[src/sv/pot_level_to_step_pulses_macros.svh]
// Assertion macros shared by the step pulse design
`ifndef POT_LEVEL_TO_STEP_PULSES_MACROS_SVH
`define POT_LEVEL_TO_STEP_PULSES_MACROS_SVH

// Condition must hold at every clock edge out of reset
`define PLSP_ASSERT_ALWAYS(label, clk, rstn, expr, msg) \
    label: assert property (@(posedge clk) disable iff (!rstn) (expr)) else $error(msg);

// Antecedent implies consequent in the same cycle
`define PLSP_ASSERT_IMPLY(label, clk, rstn, ante, cons, msg) \
    label: assert property (@(posedge clk) disable iff (!rstn) (ante) |-> (cons)) \
        else $error(msg);

// Antecedent implies consequent in the following cycle
`define PLSP_ASSERT_NEXT(label, clk, rstn, ante, cons, msg) \
    label: assert property (@(posedge clk) disable iff (!rstn) (ante) |=> (cons)) \
        else $error(msg);

`endif

[src/sv/plsp_pkg.sv]
// Types and constants for the potentiometer step pulse block
package plsp_pkg;

    localparam int RD_W        = 12;
    localparam int CFG_IDX_W   = 3;
    localparam int CFG_DATA_W  = 12;
    localparam int STEP_W      = 7;
    localparam int LIM_W       = 4;
    localparam int PCT_PROD_W  = 14;
    localparam int DIV_NUM_W   = 19;
    localparam int DIV_DEN_W   = 12;
    localparam int DIV_CNT_W   = 5;

    localparam logic [DIV_CNT_W-1:0] TGT_STEPS = 5'd19;
    localparam logic [DIV_CNT_W-1:0] PCT_STEPS = 5'd14;

    typedef logic [CFG_IDX_W-1:0] cfg_idx_t;
    localparam cfg_idx_t CFG_ADC_FLOOR   = 3'd0;
    localparam cfg_idx_t CFG_ADC_CEILING = 3'd1;
    localparam cfg_idx_t CFG_HYSTERESIS  = 3'd2;
    localparam cfg_idx_t CFG_MAX_STEPS   = 3'd3;
    localparam cfg_idx_t CFG_VOL_FULL    = 3'd4;
    localparam cfg_idx_t CFG_BRI_FULL    = 3'd5;

    localparam logic [RD_W-1:0]   RST_ADC_FLOOR   = 12'd150;
    localparam logic [RD_W-1:0]   RST_ADC_CEILING = 12'd3900;
    localparam logic [STEP_W-1:0] RST_HYSTERESIS  = 7'd2;
    localparam logic [LIM_W-1:0]  RST_MAX_STEPS   = 4'd3;
    localparam logic [STEP_W-1:0] RST_VOL_FULL    = 7'd50;
    localparam logic [STEP_W-1:0] RST_BRI_FULL    = 7'd100;

    localparam logic [7:0] USAGE_VOL_UP   = 8'hE9;
    localparam logic [7:0] USAGE_VOL_DOWN = 8'hEA;
    localparam logic [7:0] USAGE_BRI_UP   = 8'h6F;
    localparam logic [7:0] USAGE_BRI_DOWN = 8'h70;

    localparam logic [PCT_PROD_W-1:0] PCT_SCALE = 14'd100;
    localparam logic [STEP_W-1:0]     PCT_MAX   = 7'd100;

    typedef enum logic [2:0] {
        ST_IDLE,
        ST_PREP,
        ST_DIV_TGT,
        ST_DECIDE,
        ST_DIV_PCT,
        ST_EMIT
    } state_t;

    typedef struct packed {
        logic                 start;
        logic [DIV_NUM_W-1:0] num;
        logic [DIV_DEN_W-1:0] den;
        logic [DIV_CNT_W-1:0] steps;
    } div_req_t;

    typedef struct packed {
        logic                 busy;
        logic                 done;
        logic [DIV_NUM_W-1:0] quot;
    } div_stat_t;

endpackage

[src/sv/plsp_div.sv]
// Shared restoring divider, one quotient bit per cycle
module plsp_div (
    input  logic                aclk,
    input  logic                aresetn,
    input  plsp_pkg::div_req_t  req,
    output plsp_pkg::div_stat_t stat
);

    logic [plsp_pkg::DIV_NUM_W-1:0] q_reg, q_next;
    logic [plsp_pkg::DIV_DEN_W-1:0] r_reg, r_next;
    logic [plsp_pkg::DIV_DEN_W-1:0] d_reg;
    logic [plsp_pkg::DIV_CNT_W-1:0] cnt_reg;
    logic                           busy_reg;
    logic                           done_reg;
    logic [plsp_pkg::DIV_DEN_W:0]   trial;
    logic                           fits;

    // Shift the next numerator bit into the remainder and try the subtract
    always_comb begin
        trial  = {r_reg, q_reg[plsp_pkg::DIV_NUM_W-1]};
        fits   = trial >= {1'b0, d_reg};
        r_next = fits ? plsp_pkg::DIV_DEN_W'(trial - {1'b0, d_reg})
                      : plsp_pkg::DIV_DEN_W'(trial);
        q_next = {q_reg[plsp_pkg::DIV_NUM_W-2:0], fits};
    end

    always_ff @(posedge aclk) begin
        if (!aresetn) begin
            busy_reg <= 1'b0;
            done_reg <= 1'b0;
            cnt_reg  <= '0;
        end else begin
            done_reg <= 1'b0;
            if (req.start) begin
                busy_reg <= 1'b1;
                cnt_reg  <= req.steps;
            end else if (busy_reg) begin
                cnt_reg <= cnt_reg - 1'b1;
                if (cnt_reg == plsp_pkg::DIV_CNT_W'(1)) begin
                    busy_reg <= 1'b0;
                    done_reg <= 1'b1;
                end
            end
        end
    end

    always_ff @(posedge aclk) begin
        if (req.start) begin
            q_reg <= req.num;
            r_reg <= '0;
            d_reg <= req.den;
        end else if (busy_reg) begin
            q_reg <= q_next;
            r_reg <= r_next;
        end
    end

    assign stat.busy = busy_reg;
    assign stat.done = done_reg;
    assign stat.quot = q_reg;

endmodule

[src/sv/pot_level_to_step_pulses.sv]
// Top level: potentiometer reading to volume / brightness step pulses
// The level map division runs when the reading lies above the floor, the span is not
//   empty and the channel has nonzero full steps; the percent division runs for every
//   pulsing poll unless the channel has zero full steps. Both share one bit-serial divider.
// Throughput: one poll at a time; a new poll is accepted only back in idle, after the
//   last pulse transfers (pulses wait on m_tready) or after a poll with no pulse.
// Reset: synchronous active-low; registers return to defaults, levels unknown.
`include "pot_level_to_step_pulses_macros.svh"

module pot_level_to_step_pulses #(
    parameter int NUM_CHANNELS = 2,
    parameter int ADC_BITS     = 12
) (
    input  logic        aclk,
    input  logic        aresetn,
    // Configuration writes
    input  logic        cfg_wr_en,
    input  logic [2:0]  cfg_addr,
    input  logic [11:0] cfg_wr_data,
    // Poll input
    input  logic        s_tvalid,
    output logic        s_tready,
    input  logic [15:0] s_tdata,   // [11:0] reading, [15:12] zero
    input  logic [0:0]  s_tuser,   // [0] channel
    // Pulse output
    output logic        m_tvalid,
    input  logic        m_tready,
    output logic [23:0] m_tdata,   // [7:0] usage_code, [14:8] level_after,
                                   // [21:15] percent, [23:22] zero
    output logic [1:0]  m_tuser,   // [0] out_channel, [1] decrement
    output logic        m_tlast    // last
);

    localparam int RD_W   = plsp_pkg::RD_W;
    localparam int STEP_W = plsp_pkg::STEP_W;
    localparam int LIM_W  = plsp_pkg::LIM_W;
    localparam int NUM_W  = plsp_pkg::DIV_NUM_W;
    localparam int DEN_W  = plsp_pkg::DIV_DEN_W;
    localparam int PAD_W  = plsp_pkg::DIV_NUM_W - plsp_pkg::PCT_PROD_W;
    // Keep only the converter's own bits of the reading
    localparam logic [RD_W-1:0] RD_MASK = RD_W'((64'd1 << ADC_BITS) - 64'd1);

    // Configuration registers
    logic [RD_W-1:0]   floor_reg;
    logic [RD_W-1:0]   ceil_reg;
    logic [STEP_W-1:0] hyst_reg;
    logic [LIM_W-1:0]  max_reg;
    logic [STEP_W-1:0] vol_full_reg;
    logic [STEP_W-1:0] bri_full_reg;

    // Per-channel state
    logic [STEP_W-1:0] sent_reg  [NUM_CHANNELS];
    logic              known_reg [NUM_CHANNELS];

    // Sequencer and poll registers
    plsp_pkg::state_t  state_reg, state_next;
    logic              ch_reg;
    logic [RD_W-1:0]   rd_reg;
    logic [STEP_W-1:0] target_reg;
    logic [LIM_W-1:0]  mag_reg;
    logic [LIM_W-1:0]  k_reg;
    logic              down_reg;
    logic [STEP_W-1:0] lvl_reg;
    logic [STEP_W-1:0] pct_reg;

    plsp_pkg::div_req_t  div_req;
    plsp_pkg::div_stat_t div_stat;

    // Datapath helpers
    logic              ch_ok;
    logic [STEP_W-1:0] full_sel;
    logic              full_zero;
    logic              map_direct;
    logic [STEP_W-1:0] map_direct_val;
    logic [RD_W-1:0]   rd_ofs;
    logic [RD_W-1:0]   span;
    logic [NUM_W-1:0]  map_prod;
    logic              known_cur;
    logic [STEP_W-1:0] sent_cur;
    logic [STEP_W-1:0] sent_eff;
    logic              down;
    logic [STEP_W-1:0] mag_full;
    logic [LIM_W-1:0]  mag_clamp;
    logic              skip;
    logic [STEP_W-1:0] sent_new;
    logic [plsp_pkg::PCT_PROD_W-1:0] pct_prod;
    logic [STEP_W-1:0] tgt_clamp;
    logic [STEP_W-1:0] pct_clamp;
    logic              last_pulse;
    logic [7:0]        usage;

    plsp_div u_div (
        .aclk    (aclk),
        .aresetn (aresetn),
        .req     (div_req),
        .stat    (div_stat)
    );

    // Configuration writes; unknown indexes are dropped
    always_ff @(posedge aclk) begin
        if (!aresetn) begin
            floor_reg    <= plsp_pkg::RST_ADC_FLOOR;
            ceil_reg     <= plsp_pkg::RST_ADC_CEILING;
            hyst_reg     <= plsp_pkg::RST_HYSTERESIS;
            max_reg      <= plsp_pkg::RST_MAX_STEPS;
            vol_full_reg <= plsp_pkg::RST_VOL_FULL;
            bri_full_reg <= plsp_pkg::RST_BRI_FULL;
        end else if (cfg_wr_en) begin
            case (cfg_addr)
                plsp_pkg::CFG_ADC_FLOOR:   floor_reg    <= cfg_wr_data[RD_W-1:0];
                plsp_pkg::CFG_ADC_CEILING: ceil_reg     <= cfg_wr_data[RD_W-1:0];
                plsp_pkg::CFG_HYSTERESIS:  hyst_reg     <= cfg_wr_data[STEP_W-1:0];
                plsp_pkg::CFG_MAX_STEPS:   max_reg      <= cfg_wr_data[LIM_W-1:0];
                plsp_pkg::CFG_VOL_FULL:    vol_full_reg <= cfg_wr_data[STEP_W-1:0];
                plsp_pkg::CFG_BRI_FULL:    bri_full_reg <= cfg_wr_data[STEP_W-1:0];
                default: ;
            endcase
        end
    end

    always_comb begin
        ch_ok     = int'(ch_reg) < NUM_CHANNELS;
        full_sel  = ch_reg ? bri_full_reg : vol_full_reg;
        full_zero = full_sel == '0;

        // Map: zero at or below the floor, full when the span is empty,
        // otherwise (reading - floor) * full / span through the divider
        map_direct     = full_zero || (rd_reg <= floor_reg) || (ceil_reg <= floor_reg);
        map_direct_val = (full_zero || (rd_reg <= floor_reg)) ? '0 : full_sel;
        rd_ofs         = rd_reg - floor_reg;
        span           = ceil_reg - floor_reg;
        map_prod       = NUM_W'(rd_ofs) * NUM_W'(full_sel);

        tgt_clamp = (div_stat.quot > NUM_W'(full_sel)) ? full_sel
                                                        : div_stat.quot[STEP_W-1:0];
        pct_clamp = (div_stat.quot > NUM_W'(plsp_pkg::PCT_MAX)) ? plsp_pkg::PCT_MAX
                                                                : div_stat.quot[STEP_W-1:0];

        known_cur = 1'b0;
        sent_cur  = '0;
        for (int i = 0; i < NUM_CHANNELS; i++) begin
            if (int'(ch_reg) == i) begin
                known_cur = known_reg[i];
                sent_cur  = sent_reg[i];
            end
        end

        // First poll of a channel loads the target, so nothing moves
        sent_eff  = known_cur ? sent_cur : target_reg;
        down      = target_reg < sent_eff;
        mag_full  = down ? (sent_eff - target_reg) : (target_reg - sent_eff);
        mag_clamp = (mag_full > STEP_W'(max_reg)) ? max_reg : mag_full[LIM_W-1:0];
        skip      = (mag_full == '0) || (mag_full < hyst_reg) || (mag_clamp == '0);
        sent_new  = down ? (sent_eff - STEP_W'(mag_clamp)) : (sent_eff + STEP_W'(mag_clamp));
        pct_prod  = plsp_pkg::PCT_PROD_W'(sent_new) * plsp_pkg::PCT_SCALE;

        last_pulse = k_reg == (mag_reg - 1'b1);
        if (ch_reg) begin
            usage = down_reg ? plsp_pkg::USAGE_BRI_DOWN : plsp_pkg::USAGE_BRI_UP;
        end else begin
            usage = down_reg ? plsp_pkg::USAGE_VOL_DOWN : plsp_pkg::USAGE_VOL_UP;
        end
    end

    // Next state
    always_comb begin
        state_next = state_reg;
        case (state_reg)
            plsp_pkg::ST_IDLE: begin
                if (s_tvalid) state_next = plsp_pkg::ST_PREP;
            end
            plsp_pkg::ST_PREP: begin
                if (!ch_ok)          state_next = plsp_pkg::ST_IDLE;
                else if (map_direct) state_next = plsp_pkg::ST_DECIDE;
                else                 state_next = plsp_pkg::ST_DIV_TGT;
            end
            plsp_pkg::ST_DIV_TGT: begin
                if (div_stat.done) state_next = plsp_pkg::ST_DECIDE;
            end
            plsp_pkg::ST_DECIDE: begin
                if (skip)           state_next = plsp_pkg::ST_IDLE;
                else if (full_zero) state_next = plsp_pkg::ST_EMIT;
                else                state_next = plsp_pkg::ST_DIV_PCT;
            end
            plsp_pkg::ST_DIV_PCT: begin
                if (div_stat.done) state_next = plsp_pkg::ST_EMIT;
            end
            plsp_pkg::ST_EMIT: begin
                if (m_tready && last_pulse) state_next = plsp_pkg::ST_IDLE;
            end
            default: state_next = plsp_pkg::ST_IDLE;
        endcase
    end

    // Handshake and divider requests
    always_comb begin
        s_tready      = state_reg == plsp_pkg::ST_IDLE;
        m_tvalid      = state_reg == plsp_pkg::ST_EMIT;
        div_req.start = 1'b0;
        div_req.num   = map_prod;
        div_req.den   = span;
        div_req.steps = plsp_pkg::TGT_STEPS;
        case (state_reg)
            plsp_pkg::ST_PREP: begin
                div_req.start = ch_ok && !map_direct;
            end
            plsp_pkg::ST_DECIDE: begin
                // Align the 14-bit product high so 14 steps give the quotient
                div_req.start = !skip && !full_zero;
                div_req.num   = {pct_prod, PAD_W'(0)};
                div_req.den   = DEN_W'(full_sel);
                div_req.steps = plsp_pkg::PCT_STEPS;
            end
            default: ;
        endcase
    end

    always_ff @(posedge aclk) begin
        if (!aresetn) state_reg <= plsp_pkg::ST_IDLE;
        else          state_reg <= state_next;
    end

    // Channel levels
    always_ff @(posedge aclk) begin
        if (!aresetn) begin
            for (int i = 0; i < NUM_CHANNELS; i++) begin
                sent_reg[i]  <= '0;
                known_reg[i] <= 1'b0;
            end
        end else if (state_reg == plsp_pkg::ST_DECIDE) begin
            for (int i = 0; i < NUM_CHANNELS; i++) begin
                if (int'(ch_reg) == i) begin
                    known_reg[i] <= 1'b1;
                    sent_reg[i]  <= skip ? sent_eff : sent_new;
                end
            end
        end
    end

    // Poll datapath
    always_ff @(posedge aclk) begin
        if (!aresetn) begin
            k_reg   <= '0;
            mag_reg <= '0;
        end else begin
            case (state_reg)
                plsp_pkg::ST_IDLE: begin
                    if (s_tvalid) begin
                        ch_reg <= s_tuser[0];
                        rd_reg <= s_tdata[RD_W-1:0] & RD_MASK;
                    end
                end
                plsp_pkg::ST_PREP: begin
                    target_reg <= map_direct_val;
                end
                plsp_pkg::ST_DIV_TGT: begin
                    if (div_stat.done) target_reg <= tgt_clamp;
                end
                plsp_pkg::ST_DECIDE: begin
                    mag_reg  <= mag_clamp;
                    down_reg <= down;
                    lvl_reg  <= sent_new;
                    pct_reg  <= '0;
                    k_reg    <= '0;
                end
                plsp_pkg::ST_DIV_PCT: begin
                    if (div_stat.done) pct_reg <= pct_clamp;
                end
                plsp_pkg::ST_EMIT: begin
                    // Advance the pulse count on each transfer
                    if (m_tready) k_reg <= k_reg + 1'b1;
                end
                default: ;
            endcase
        end
    end

    assign m_tdata = {2'b00, pct_reg, lvl_reg, usage};
    assign m_tuser = {down_reg, ch_reg};
    assign m_tlast = last_pulse;

    `PLSP_ASSERT_ALWAYS(a_ready_excl, aclk, aresetn, !(s_tready && m_tvalid), "input and output both open")
    `PLSP_ASSERT_IMPLY(a_emit_count, aclk, aresetn, m_tvalid, (mag_reg != '0) && (k_reg < mag_reg), "pulse count out of range")
    `PLSP_ASSERT_NEXT(a_last_idle, aclk, aresetn, m_tvalid && m_tready && m_tlast, s_tready, "no return to idle after last pulse")
    `PLSP_ASSERT_IMPLY(a_div_quiet, aclk, aresetn, (state_reg == plsp_pkg::ST_DECIDE) || (state_reg == plsp_pkg::ST_EMIT), !div_stat.busy, "divider busy outside division")

endmodule
[config.mk]
export PLATFORM = sky130hd
export DESIGN_NAME = pot_level_to_step_pulses
export DESIGN_NICKNAME = d
export VERILOG_FILES = /design/src/sv/plsp_pkg.sv /design/src/sv/plsp_div.sv /design/src/sv/pot_level_to_step_pulses.sv
export VERILOG_INCLUDE_DIRS = /design/src /design/src/sv
export SDC_FILE = /design/constraint.sdc
export NUM_CORES = 1
export LEC_CHECK = 0
export BUFFER_PORTS_ARGS = -buffer_cell sky130_fd_sc_hd__buf_2
export CAP_MARGIN = 0
export CORE_UTILIZATION = 55
export CTS_BUF_LIST = sky130_fd_sc_hd__clkbuf_16
export DETAILED_ROUTE_END_ITERATION = 10
export PLACE_DENSITY = 0.73
export SLEW_MARGIN = 20
export SYNTH_ARGS = -nofsm -noshare
export SYNTH_HDL_FRONTEND = slang
export SYNTH_SLANG_ARGS = --single-unit
[constraint.sdc]
create_clock -name aclk -period 10.9 [get_ports aclk]
set_clock_uncertainty 0.2 [all_clocks]
set_input_delay 1.09 -clock aclk [delete_from_list [all_inputs] [get_ports aclk]]
set_output_delay 1.09 -clock aclk [all_outputs]
set_load 0.02 [all_outputs]
-- After elaboration in Yosys (flattened, before gate mapping)
Memory sizes are Yosys's and may differ from the RTL's.
Index checks and enable logic that the tools add are counted.
- bits in registers: 145
- bits in writable memories: 16
- input port bits: 37
- output and inout bits: 29
- logic and storage cells: 150
- memories: 2
- memory list (name ; depth ; bits a word ; read ports ; clocked after Yosys merged registers in ; wr ports ; RTL line ; text):
    sent_reg ; 2 ; 7 ; 2 ; 0 ; 2 ; pot_level_to_step_pulses.sv:52 ; logic [STEP_W-1:0] sent_reg [NUM_CHANNELS];
    known_reg ; 2 ; 1 ; 2 ; 0 ; 2 ; pot_level_to_step_pulses.sv:53 ; logic known_reg [NUM_CHANNELS];
- add/subtract/negate cells: 10
- multipliers: 2
- magnitude comparators: 8
- equal/unequal tests: 17
- muxes and demuxes: 52
- bitwise logic cells: 6
- reduce and logical (&&, ||, !) cells: 31
- operator list (kind ; number):
    2-to-1 mux 7 bit ; 13
    2-to-1 mux 19 bit ; 2
    2-to-1 mux 36 bit ; 1
    subtractor 12 bit ; 3
    case mux 7 bit (2 select lines) ; 2
    less-or-equal comparator 12 bit ; 2
    greater-than comparator 19 x 7 -> 1 bit ; 1
    greater-than comparator 19 x 7 -> 1 bit, second input constant ; 1
    multiplier 12 x 7 -> 19 bit ; 1
    2-to-1 mux 1 bit ; 18
    case mux 3 bit (6 select lines) ; 1
    AND reduction 2 bit ; 8
    2-to-1 mux 3 bit ; 5
    2-to-1 mux 5 bit ; 3
    logical NOT 7 bit ; 2
    less-than comparator 7 bit ; 2
    subtractor 7 bit ; 2
    greater-or-equal comparator 13 x 12 -> 1 bit ; 1
    == test 3 x 2 -> 1 bit, second input constant ; 4
    == test 3 bit, second input constant ; 4
    multiplier 7 x 5 -> 12 bit, second input constant ; 1
    2-to-1 mux 12 bit ; 1
    AND reduction 3 bit ; 3
    2-to-1 mux 4 bit ; 2
    25 further kinds ; 43

-- Depth between registers and ports, before layout
Gate-level depths: netlist (run 1).
An unclocked memory read counts as a cell.
- word-level depth: 13
- gate-level depth with buffers: 42
- gate-level depth less buffers: 39

-- Cells and area by module
From an unflattened synthesis (run 1), not the netlist that was laid out.
- cells, all modules: 1450
- area total of the unflattened synthesis: 13100.1 µm²
- by module, submodules not included (module ; instances ; cells each ; area each (µm²) ; sequential area each (µm²)):
    pot_level_to_step_pulses ; 1 ; 1212 ; 10433.8 ; 2732.6
    plsp_div ; 1 ; 238 ; 2666.3 ; 1311.3

-- Least setup slack after synthesis (run 1)
No wires, ideal clock.
- path type: register to register
- start point: reg ch_reg
- end point: reg u_div.q_reg[17] (netlist bit), data pin
- library setup time: 0.262 ns
- arrival: 9.121 ns
- data required time: 10.438 ns
- setup slack: 1.317 ns
- cell stages (with the launch flop): 39
- path buffers: 4
- clock period less this slack: 9.583 ns
- cell sequence: edfxtp_1 -> clkbuf_1 -> clkbuf_1 -> clkinv_1 -> o21ai_0 -> inv_1 -> ha_1 -> nand2b_1 -> a211o_1 -> a31oi_4 -> mux2i_1 -> inv_1 -> ha_1 -> nor2b_1 -> o21a_1 -> o21a_1 -> o21ai_0 -> nand4_2 -> [... 3 more ...] -> fa_1 -> o21ai_0 -> a21o_1 -> a21oi_1 -> xor2_1 -> nor3_1 -> a311o_1 -> or3_1 -> clkbuf_1 -> xor2_1 -> ha_1 -> ha_1 -> ha_1 -> a21oi_1 -> xnor2_1 -> nor2_1 -> a21oi_1 -> mux2_1
- elaborated cells on any way between the ends: 30
- those cells by class: 4 x add/sub; 2 x mul; 3 x order compare; 10 x mux; 11 x reduce/logical
- RTL lines (item ; RTL line ; text):
    start: declaration ; pot_level_to_step_pulses.sv:57 ; logic ch_reg;
    start signal: assignment ; pot_level_to_step_pulses.sv:249 ; ch_reg <= s_tuser[0];
    2-to-1 mux 7 bit or 2-to-1 mux 1 bit (tied branches) ; pot_level_to_step_pulses.sv:142 ; if (int'(ch_reg) == i) begin
    2-to-1 mux 7 bit * ; pot_level_to_step_pulses.sv:149 ; sent_eff = known_cur ? sent_cur : target_reg;
    subtractor 7 bit or less-than comparator 7 bit (tied branches) ; pot_level_to_step_pulses.sv:151, pot_level_to_step_pulses.sv:150 ;
    2-to-1 mux 7 bit ; pot_level_to_step_pulses.sv:151 ; mag_full = down ? (sent_eff - target_reg) : (target_reg - sent_eff);
    greater-than comparator 7 x 4 -> 1 bit ; pot_level_to_step_pulses.sv:152 ; mag_clamp = (mag_full > STEP_W'(max_reg)) ? max_reg : mag_full[LIM_W-1:0];
    2-to-1 mux 4 bit ; pot_level_to_step_pulses.sv:152 ;
    adder 7 x 4 -> 7 bit or subtractor 7 x 4 -> 7 bit (tied branches) ; pot_level_to_step_pulses.sv:154 ; sent_new = down ? (sent_eff - STEP_W'(mag_clamp)) : (sent_eff + STEP_W'(mag_clamp));
    2-to-1 mux 7 bit * ; pot_level_to_step_pulses.sv:154 ;
    net sent_new[6] ; pot_level_to_step_pulses.sv:85 ; logic [STEP_W-1:0] sent_new;
    multiplier 7 x 5 -> 12 bit * ; pot_level_to_step_pulses.sv:155 ; pct_prod = plsp_pkg::PCT_PROD_W'(sent_new) * plsp_pkg::PCT_SCALE;
    2-to-1 mux 36 bit * ; pot_level_to_step_pulses.sv:203 ; case (state_reg)
    2-to-1 mux 19 bit * ; plsp_div.sv:48 ; if (req.start) begin
    end signal: assignment ; plsp_div.sv:49 ; q_reg <= req.num;
    end signal: assignment ; plsp_div.sv:53 ; q_reg <= q_next;
    end: declaration ; plsp_div.sv:9 ; logic [plsp_pkg::DIV_NUM_W-1:0] q_reg, q_next;
Mark *: on every way through the listed nets, which the timed path passes. The rest lies on a longest branch.
A chain may end at the register's enable or synchronous reset.

==> summary.md, run 1 <==
| Metric | Value |
|---|---|
| Status | completed |
| Crit path DAT | 9.96 ns |
| Core ar. | 0.0235 sq mm |
| Initial antenna violation count | 0 |
| Area after DPL | 0.0137 sq mm |
| Mux contribution to synthesized area | 0.0307 |
| Synthesized area | 0.0131 sq mm |
| Largest net degree at the start of global routing | 71 |
| P per Cell Area | 261 mW/mm^2 |
| P&R area growth vs syn | 8.84% |
| Die X | 156 um |
| Synth Area in Compound Gates | 0.158 |
| Vias in the first global route | 10.1k |
| CTS buffer count | 17 |
| Finish-stage setup viols | 0 |
| Vias per cell | 5.66 |
| M1 GR Usage | 0.364 |
| Hold Path Depth | 2 |
| Slew Limit Fails | 0 |
| Reg2reg setup slack | 0.93 ns |
| Drt first pass iters | 5 |
| Top Usage Layer GRT | met2 |
| RSZ-0062 raised after global routing | no |
| Die area | 0.0245 sq mm |
| WL per Instance | 17.0 um |
| Iter 0 DRT Violations | 727 |
| Yosys top cell area share | 0.188 |
| CTS Hold Bufs | 0 |
| # Post-CTS Setup Buffers | 0 |
| Number of top-level pins | 66 |
| Simple-gate portion of the synthesized area | 0.172 |
| Post-CTS Resized | 0 |
| Die Y | 156 um |
| Synth area leaders | edfxtp_1, ha_1, dfxtp_1 |
| RR Endpoint | u_div.q_reg[17] |
| Total GRT Usage | 0.271 |
| Number of enable flip-flop cells after synthesis | 82 |
| Setup total negative slack | 0 ns |
| Dominant cell type by area after synthesis | edfxtp_1 |
| Routed WL | 31.6 mm |
| Crit-path max cell delay | 0.64 ns |
| Std cell rows | 56 |
| H-tree depth | 4 |
| Minimum clock period | 9.97 ns |
| Setup CP Type | reg -> reg |
| Yosys warns | 0 |
| DP Wirelength | 24.2 mm |
| R2R cell count | 36 |
| Max-slew headroom | 0.305 |
| Placer Congestion | 0.908 |
| Final Hold Viols | 0 |
| P_leak | 6.43 nW |
| Clock insertion delay at the later pin of the skew report | 0.43 ns |
| Syn Inst Count | 1,488 |
| Global Route met3 Usage | 0.0393 |
| Clock root cell | clkbuf_16 |
| DRC violations left | 0 |
| Slowest-stage cell, CP | edfxtp_1 |
| Worst vdd ir | 286 uV |
| Vias post-DR | 10.5k |
| Port bufs | 57 |
| Nets | 1,761 |
| CP Launch Type | flop |
| Commonest non-fill, non-tap cells in the layout | nand2_1, inv_1, ha_1 |
| Num Clock Sinks | 161 |
| Ys flop type | edfxtp_1 |
| Ant diodes | 0 |
| Maximum buffer depth of the clock tree | 2 |
| Syn Area/Cell | 8.82 sq um |
| GRT met2 Usage | 0.439 |
| Largest family of logic cells by synthesized area | adder cells |
| Post-synthesis adder-cell area fraction | 0.222 |
| Share of layout cells above drive strength 1 | 0.0826 |
| Crit share post-route | 0.915 |
| Worst slew pin tran | 1.04 ns |
| Cell mode on critical path | a21oi_1 |
| First-pass GRT wire length | 51.5 mm |
| # Max-Cap Violations | 0 |
| Commonest non-fill, non-tap cell in the layout | nand2_1 |
| Initial core utilization | 0.559 |
| Setup crit end kind | flop |
| Hold_sp | ceil_reg[0] |
| Unique masters post-synth | 70 |
| Max Freq | 100 MHz |
| Worst-path clk slew | 0.07 ns |
| Synthesized flop and latch total | 161 |
| TritonCTS clock tree | done |
| Final ANT Viol Nets | 0 |
| Xor/xnor share of the synthesized area | 0.0427 |
| Largest register FFs | 19 |
| Final Instance Area | 0.0143 sq mm |
| Maximum fanout along the worst path | 15 |
| WHS Endpoint | ceil_reg[0] |
| Critical Path RT | 10.88 ns |
| Min-Delay Path Class | reg -> reg |
| GRT overflow | 0 |
| FFs w/ async S/R, synth | 0 |
| Seq/Total Area, Yosys | 0.308 |
| Worst R2R Start | known_reg[0][0] |
## worst max-delay path, delay by kind of cell, from the launching register on
kind	cells	cell delay, ns
muxes	2	0.48
AOI/OAI and AO/OA	16	3.72
buffers and inverters	2	0.15
DFF	1	0.64
xor gates and xnor gates	4	1.32
adders and majority gates	5	1.69
and+or+nand+nor	7	1.50
## logic make-up after synthesis
logic type	count (synthesis)
other	2
DFF	161
AOI/OAI and AO/OA	309
and+or+nand+nor	492
buffers and inverters	222
adders and majority gates	199
muxes	39
xor gates and xnor gates	64
## where the power goes
| group | internal, W | leakage, nW | switching [W] |
|---|---|---|---|
| Clock | 0.000344 | 0.297 | 0.000257 |
| Sequential | 0.000736 | 1.42 | 0.0000622 |
| Combinational | 0.000999 | 4.71 | 0.00133 |
## per-layer routing
metal,wire length [um],share of wire
met5,0,0
met4,987,0.031
met3,1760,0.056
met2,14500,0.46
met1,14400,0.45
## through the flow
step	setup slack [ns]	cells	utilization	total power [W]	hold slack, ns
2_1_floorplan	1.32	1490	-	0.00259	0.235
3_3_place_gp	1.24	1825	0.583	0.00305	0.246
3_5_place_dp	1.06	1825	0.583	0.00311	0.258
4_1_cts	1.01	1857	0.609	0.00374	0.268
5_1_grt	0.0948	1857	0.609	0.00410	0.282
6_report	0.926	1857	0.609	0.00373	0.267
## cells in the mapped netlist (all sizes together) (7+ instances only)
library cell and n:
mux2 10, a22o 10, ha 143, xor2 21, mux2i 29, nor3 29
fa 56, nand2 208, nand4 13, a21boi 33, a211oi 11, o21a 18
a21oi 90, a21o 20, dfxtp 79, clkbuf 43, o21ai 53, nor2b 20
o211a 7, o31ai 9, a31oi 8, and2 28, nand3 42, edfxtp 82
buf 10, inv 167, and3 12, nor2 94, xnor2 43, o211ai 11
nand2b 24
## worst max path at each step
stage | start | endpoint | slack [ns] | cells after the start
finish | known_reg[0][0] | u_div.q_reg[17] | 0.93 | 36
global route | known_reg[0][1] | u_div.q_reg[17] | 0.09 | 38
CTS | known_reg[0][0] | u_div.q_reg[17] | 1.01 | 36
detailed placement | known_reg[0][0] | u_div.q_reg[17] | 1.06 | 34
global placement | known_reg[0][1] | u_div.q_reg[17] | 1.24 | 36
floorplan | ch_reg | u_div.q_reg[17] | 1.32 | 38
## layout make-up
cell class / count / area [sq um]
flip-flops and latches: 161 / 4050
well taps: 319 / 399
multi-input cells: 1107 / 8240
inverters: 169 / 636
clock inverters: 13 / 119
clock buffers: 19 / 475
repair buffers: 69 / 375
fillers: 2036 / 9190
(Power assumes the default switching activity.)
==> run 2, diff against run 1 <==
--- a/config.mk
+++ b/config.mk
@@ -6,12 +6,12 @@
 export SDC_FILE = /design/constraint.sdc
 export NUM_CORES = 1
 export LEC_CHECK = 0
-export BUFFER_PORTS_ARGS = -buffer_cell sky130_fd_sc_hd__buf_2
 export CAP_MARGIN = 0
 export CORE_UTILIZATION = 55
 export CTS_BUF_LIST = sky130_fd_sc_hd__clkbuf_16
 export DETAILED_ROUTE_END_ITERATION = 10
-export PLACE_DENSITY = 0.73
+export DONT_BUFFER_PORTS = 1
+export PLACE_DENSITY = 0.7
 export SLEW_MARGIN = 20
 export SYNTH_ARGS = -nofsm -noshare
 export SYNTH_HDL_FRONTEND = slang
==> run 2 against run 1 <==
Effect of this change: critical path depth is 2 lower; cell count is 3.1% lower; combinational power hardly changed; critical path type unchanged.
==> summary.md, run 2 (synthesis results as in run 1) <==
| Metric | Value |
|---|---|
| Status | completed |
| Largest net degree at the start of global routing | 71 (unchanged) |
| Critical Path RT | 10.85 ns (-0.03 ns) |
| GRT overflow | 0 (unchanged) |
| Vias in the first global route | 9,742 (-3.3%) |
| Share of layout cells above drive strength 1 | 0.0479 (-0.0346) |
| Nets | 1,704 (-3.2%) |
| Crit share post-route | 0.926 (+0.0111) |
| R2R cell count | 34 (-5.6%) |
| Commonest non-fill, non-tap cells in the layout | nand2_1, inv_1, ha_1 |
| CTS buffer count | 17 (unchanged) |
| DP Wirelength | 23.6 mm (-2.1%) |
| First-pass GRT wire length | 51.3 mm (-0.47%) |
| Max-slew headroom | 0.345 (+0.0397) |
| Ant diodes | 0 (unchanged) |
| DRC violations left | 0 (unchanged) |
| H-tree depth | 4 (unchanged) |
| Non-Filler Instances | 1,800 (-3.1%) |
| Initial core utilization | 0.559 (unchanged) |
| Worst slew pin tran | 0.972 ns (-0.0698 ns) |
| Initial antenna violation count | 0 (unchanged) |
| CP startpoint | ch_reg |
| Std cell rows | 56 (unchanged) |
| CTS Hold Bufs | 0 (unchanged) |
| WL per Instance | 17.4 um (+2.1%) |
| FF+latch area | 0.00405 sq mm (unchanged) |
| Post-CTS Resized | 0 (unchanged) |
| Setup CP Type | reg -> reg |
| Drt first pass iters | 5 (unchanged) |
| P_leak | 6.17 nW (-4.0%) |
| P&R area growth vs syn | 6.56% |
| Vias per cell | 5.76 (+1.7%) |
| Largest register FFs | 19 (unchanged) |
| Worst-path clk slew | 0.07 ns (about the same) |
| Clock insertion delay at the later pin of the skew report | 0.43 ns (about the same) |
| Multi-input gate area | 0.00824 sq mm (about the same) |
| Finish-stage setup viols | 0 (unchanged) |
| Vias post-DR | 10.4k (-1.4%) |
| P per Cell Area | 264 mW/mm^2 (+1.1%) |
| Worst R2R Start | ch_reg |
| Crit-path max cell delay | 0.54 ns (-0.10 ns) |
| Minimum clock period | 10.10 ns (+0.121 ns) |
| Routed WL | 31.3 mm (-1.0%) |
| Placer Congestion | 0.901 (-0.79%) |
| Setup total negative slack | 0 ns (unchanged) |
| # Post-CTS Setup Buffers | 0 (unchanged) |
| RSZ-0062 raised after global routing | no |
| Worst vdd ir | 289 uV (+1.2%) |
| Commonest non-fill, non-tap cell in the layout | nand2_1 |
| # Max-Cap Violations | 0 (unchanged) |
| Number of top-level pins | 66 (unchanged) |
| Min-Delay Path Class | reg -> reg |
| Die area | 0.0245 sq mm (unchanged) |
| Cell mode on critical path | ha_1 |
| CP Launch Type | flop |
| Slowest-stage cell, CP | xnor2_1 |
| Maximum buffer depth of the clock tree | 2 (unchanged) |
| Worst Setup EP | u_div.q_reg[18] |
| Die Y | 156 um (unchanged) |
| Port bufs | 0 (-100%) |
| Clock root cell | clkbuf_16 |
| Final Hold Viols | 0 (unchanged) |
| Crit path DAT | 10.04 ns (+0.08 ns) |
| RR Endpoint | u_div.q_reg[18] |
| Layout fillers | 2,047 (+0.54%) |
| Maximum fanout along the worst path | 15 (unchanged) |
| Iter 0 DRT Violations | 775 (+6.6%) |
| Num Clock Sinks | 161 (unchanged) |
| Setup crit end kind | flop |
| Total GRT Usage | 0.271 (-0.000372) |
| Final ANT Viol Nets | 0 (unchanged) |
| Max Freq | 99.1 MHz (-1.2%) |
| Core ar. | 0.0235 sq mm (unchanged) |
| Die X | 156 um (unchanged) |
| Dpl cells | 1,768 (-3.1%) |
| TritonCTS clock tree | done |
| Reg2reg setup slack | 0.80 ns (-0.12 ns) |
| Slew Limit Fails | 0 (unchanged) |
## run 2: per-layer routing
layer | track usage | vias to the layer above | part of all wire
li1 | - | 5066 | -
met1 | 0.380 | 4919 | 0.46
met2 | 0.423 | 323 | 0.45
met3 | 0.0360 | 56 | 0.059
met4 | 0.104 | 0 | 0.032
met5 | 0 | - | 0
## run 2: stage by stage
step	hold slack [ns]	area (sq um)	utilization	worst slack [ns]	total power, W
after floorplan	0.235	13100	-	1.32	0.00259
after global placement	0.244	13400	0.571	1.07	0.00304
after detailed placement	0.253	13400	0.571	0.884	0.00309
after CTS	0.266	14000	0.596	0.857	0.00369
after global routing	0.277	14000	0.596	0.0333	0.00406
final	0.262	14000	0.596	0.805	0.00369
## run 2: cell type report
type | instances | area share
multi-input cells | 1107 | 0.589
well taps | 319 | 0.0285
flip-flops and latches | 161 | 0.289
repair buffers | 12 | 0.00644
inverters | 169 | 0.0454
clock inverters | 15 | 0.0107
clock buffers | 17 | 0.0304
## run 2: worst max-delay path: cells and delay by family, from the launching register on
family	cells	cell delay, ns
mux	1	0.18
flops	1	0.37
simple gates	3	1.07
xor+xnor	4	1.40
buf+inv	4	0.63
fa+ha+maj	7	2.29
compound gates	15	3.67
## run 2: how the worst min path moves through the flow
| stage | startpoint | cells after the start | endpoint |
|---|---|---|---|
| 2_1_floorplan | bri_full_reg[5] | 2 | bri_full_reg[5] |
| 3_3_place_gp | bri_full_reg[6] | 2 | bri_full_reg[6] |
| 3_5_place_dp | bri_full_reg[6] | 2 | bri_full_reg[6] |
| 4_1_cts | floor_reg[5] | 2 | floor_reg[5] |
| 5_1_grt | floor_reg[6] | 2 | floor_reg[6] |
| 6_report | floor_reg[5] | 2 | floor_reg[5] |
## run 2: power by group
part	switching, W	internal, W	total (W)
Clock	0.000278	0.000303	0.000580
Sequential	0.0000671	0.000736	0.000803
Combinational	0.00132	0.000983	0.00231
Total	0.00167	0.00202	0.00369
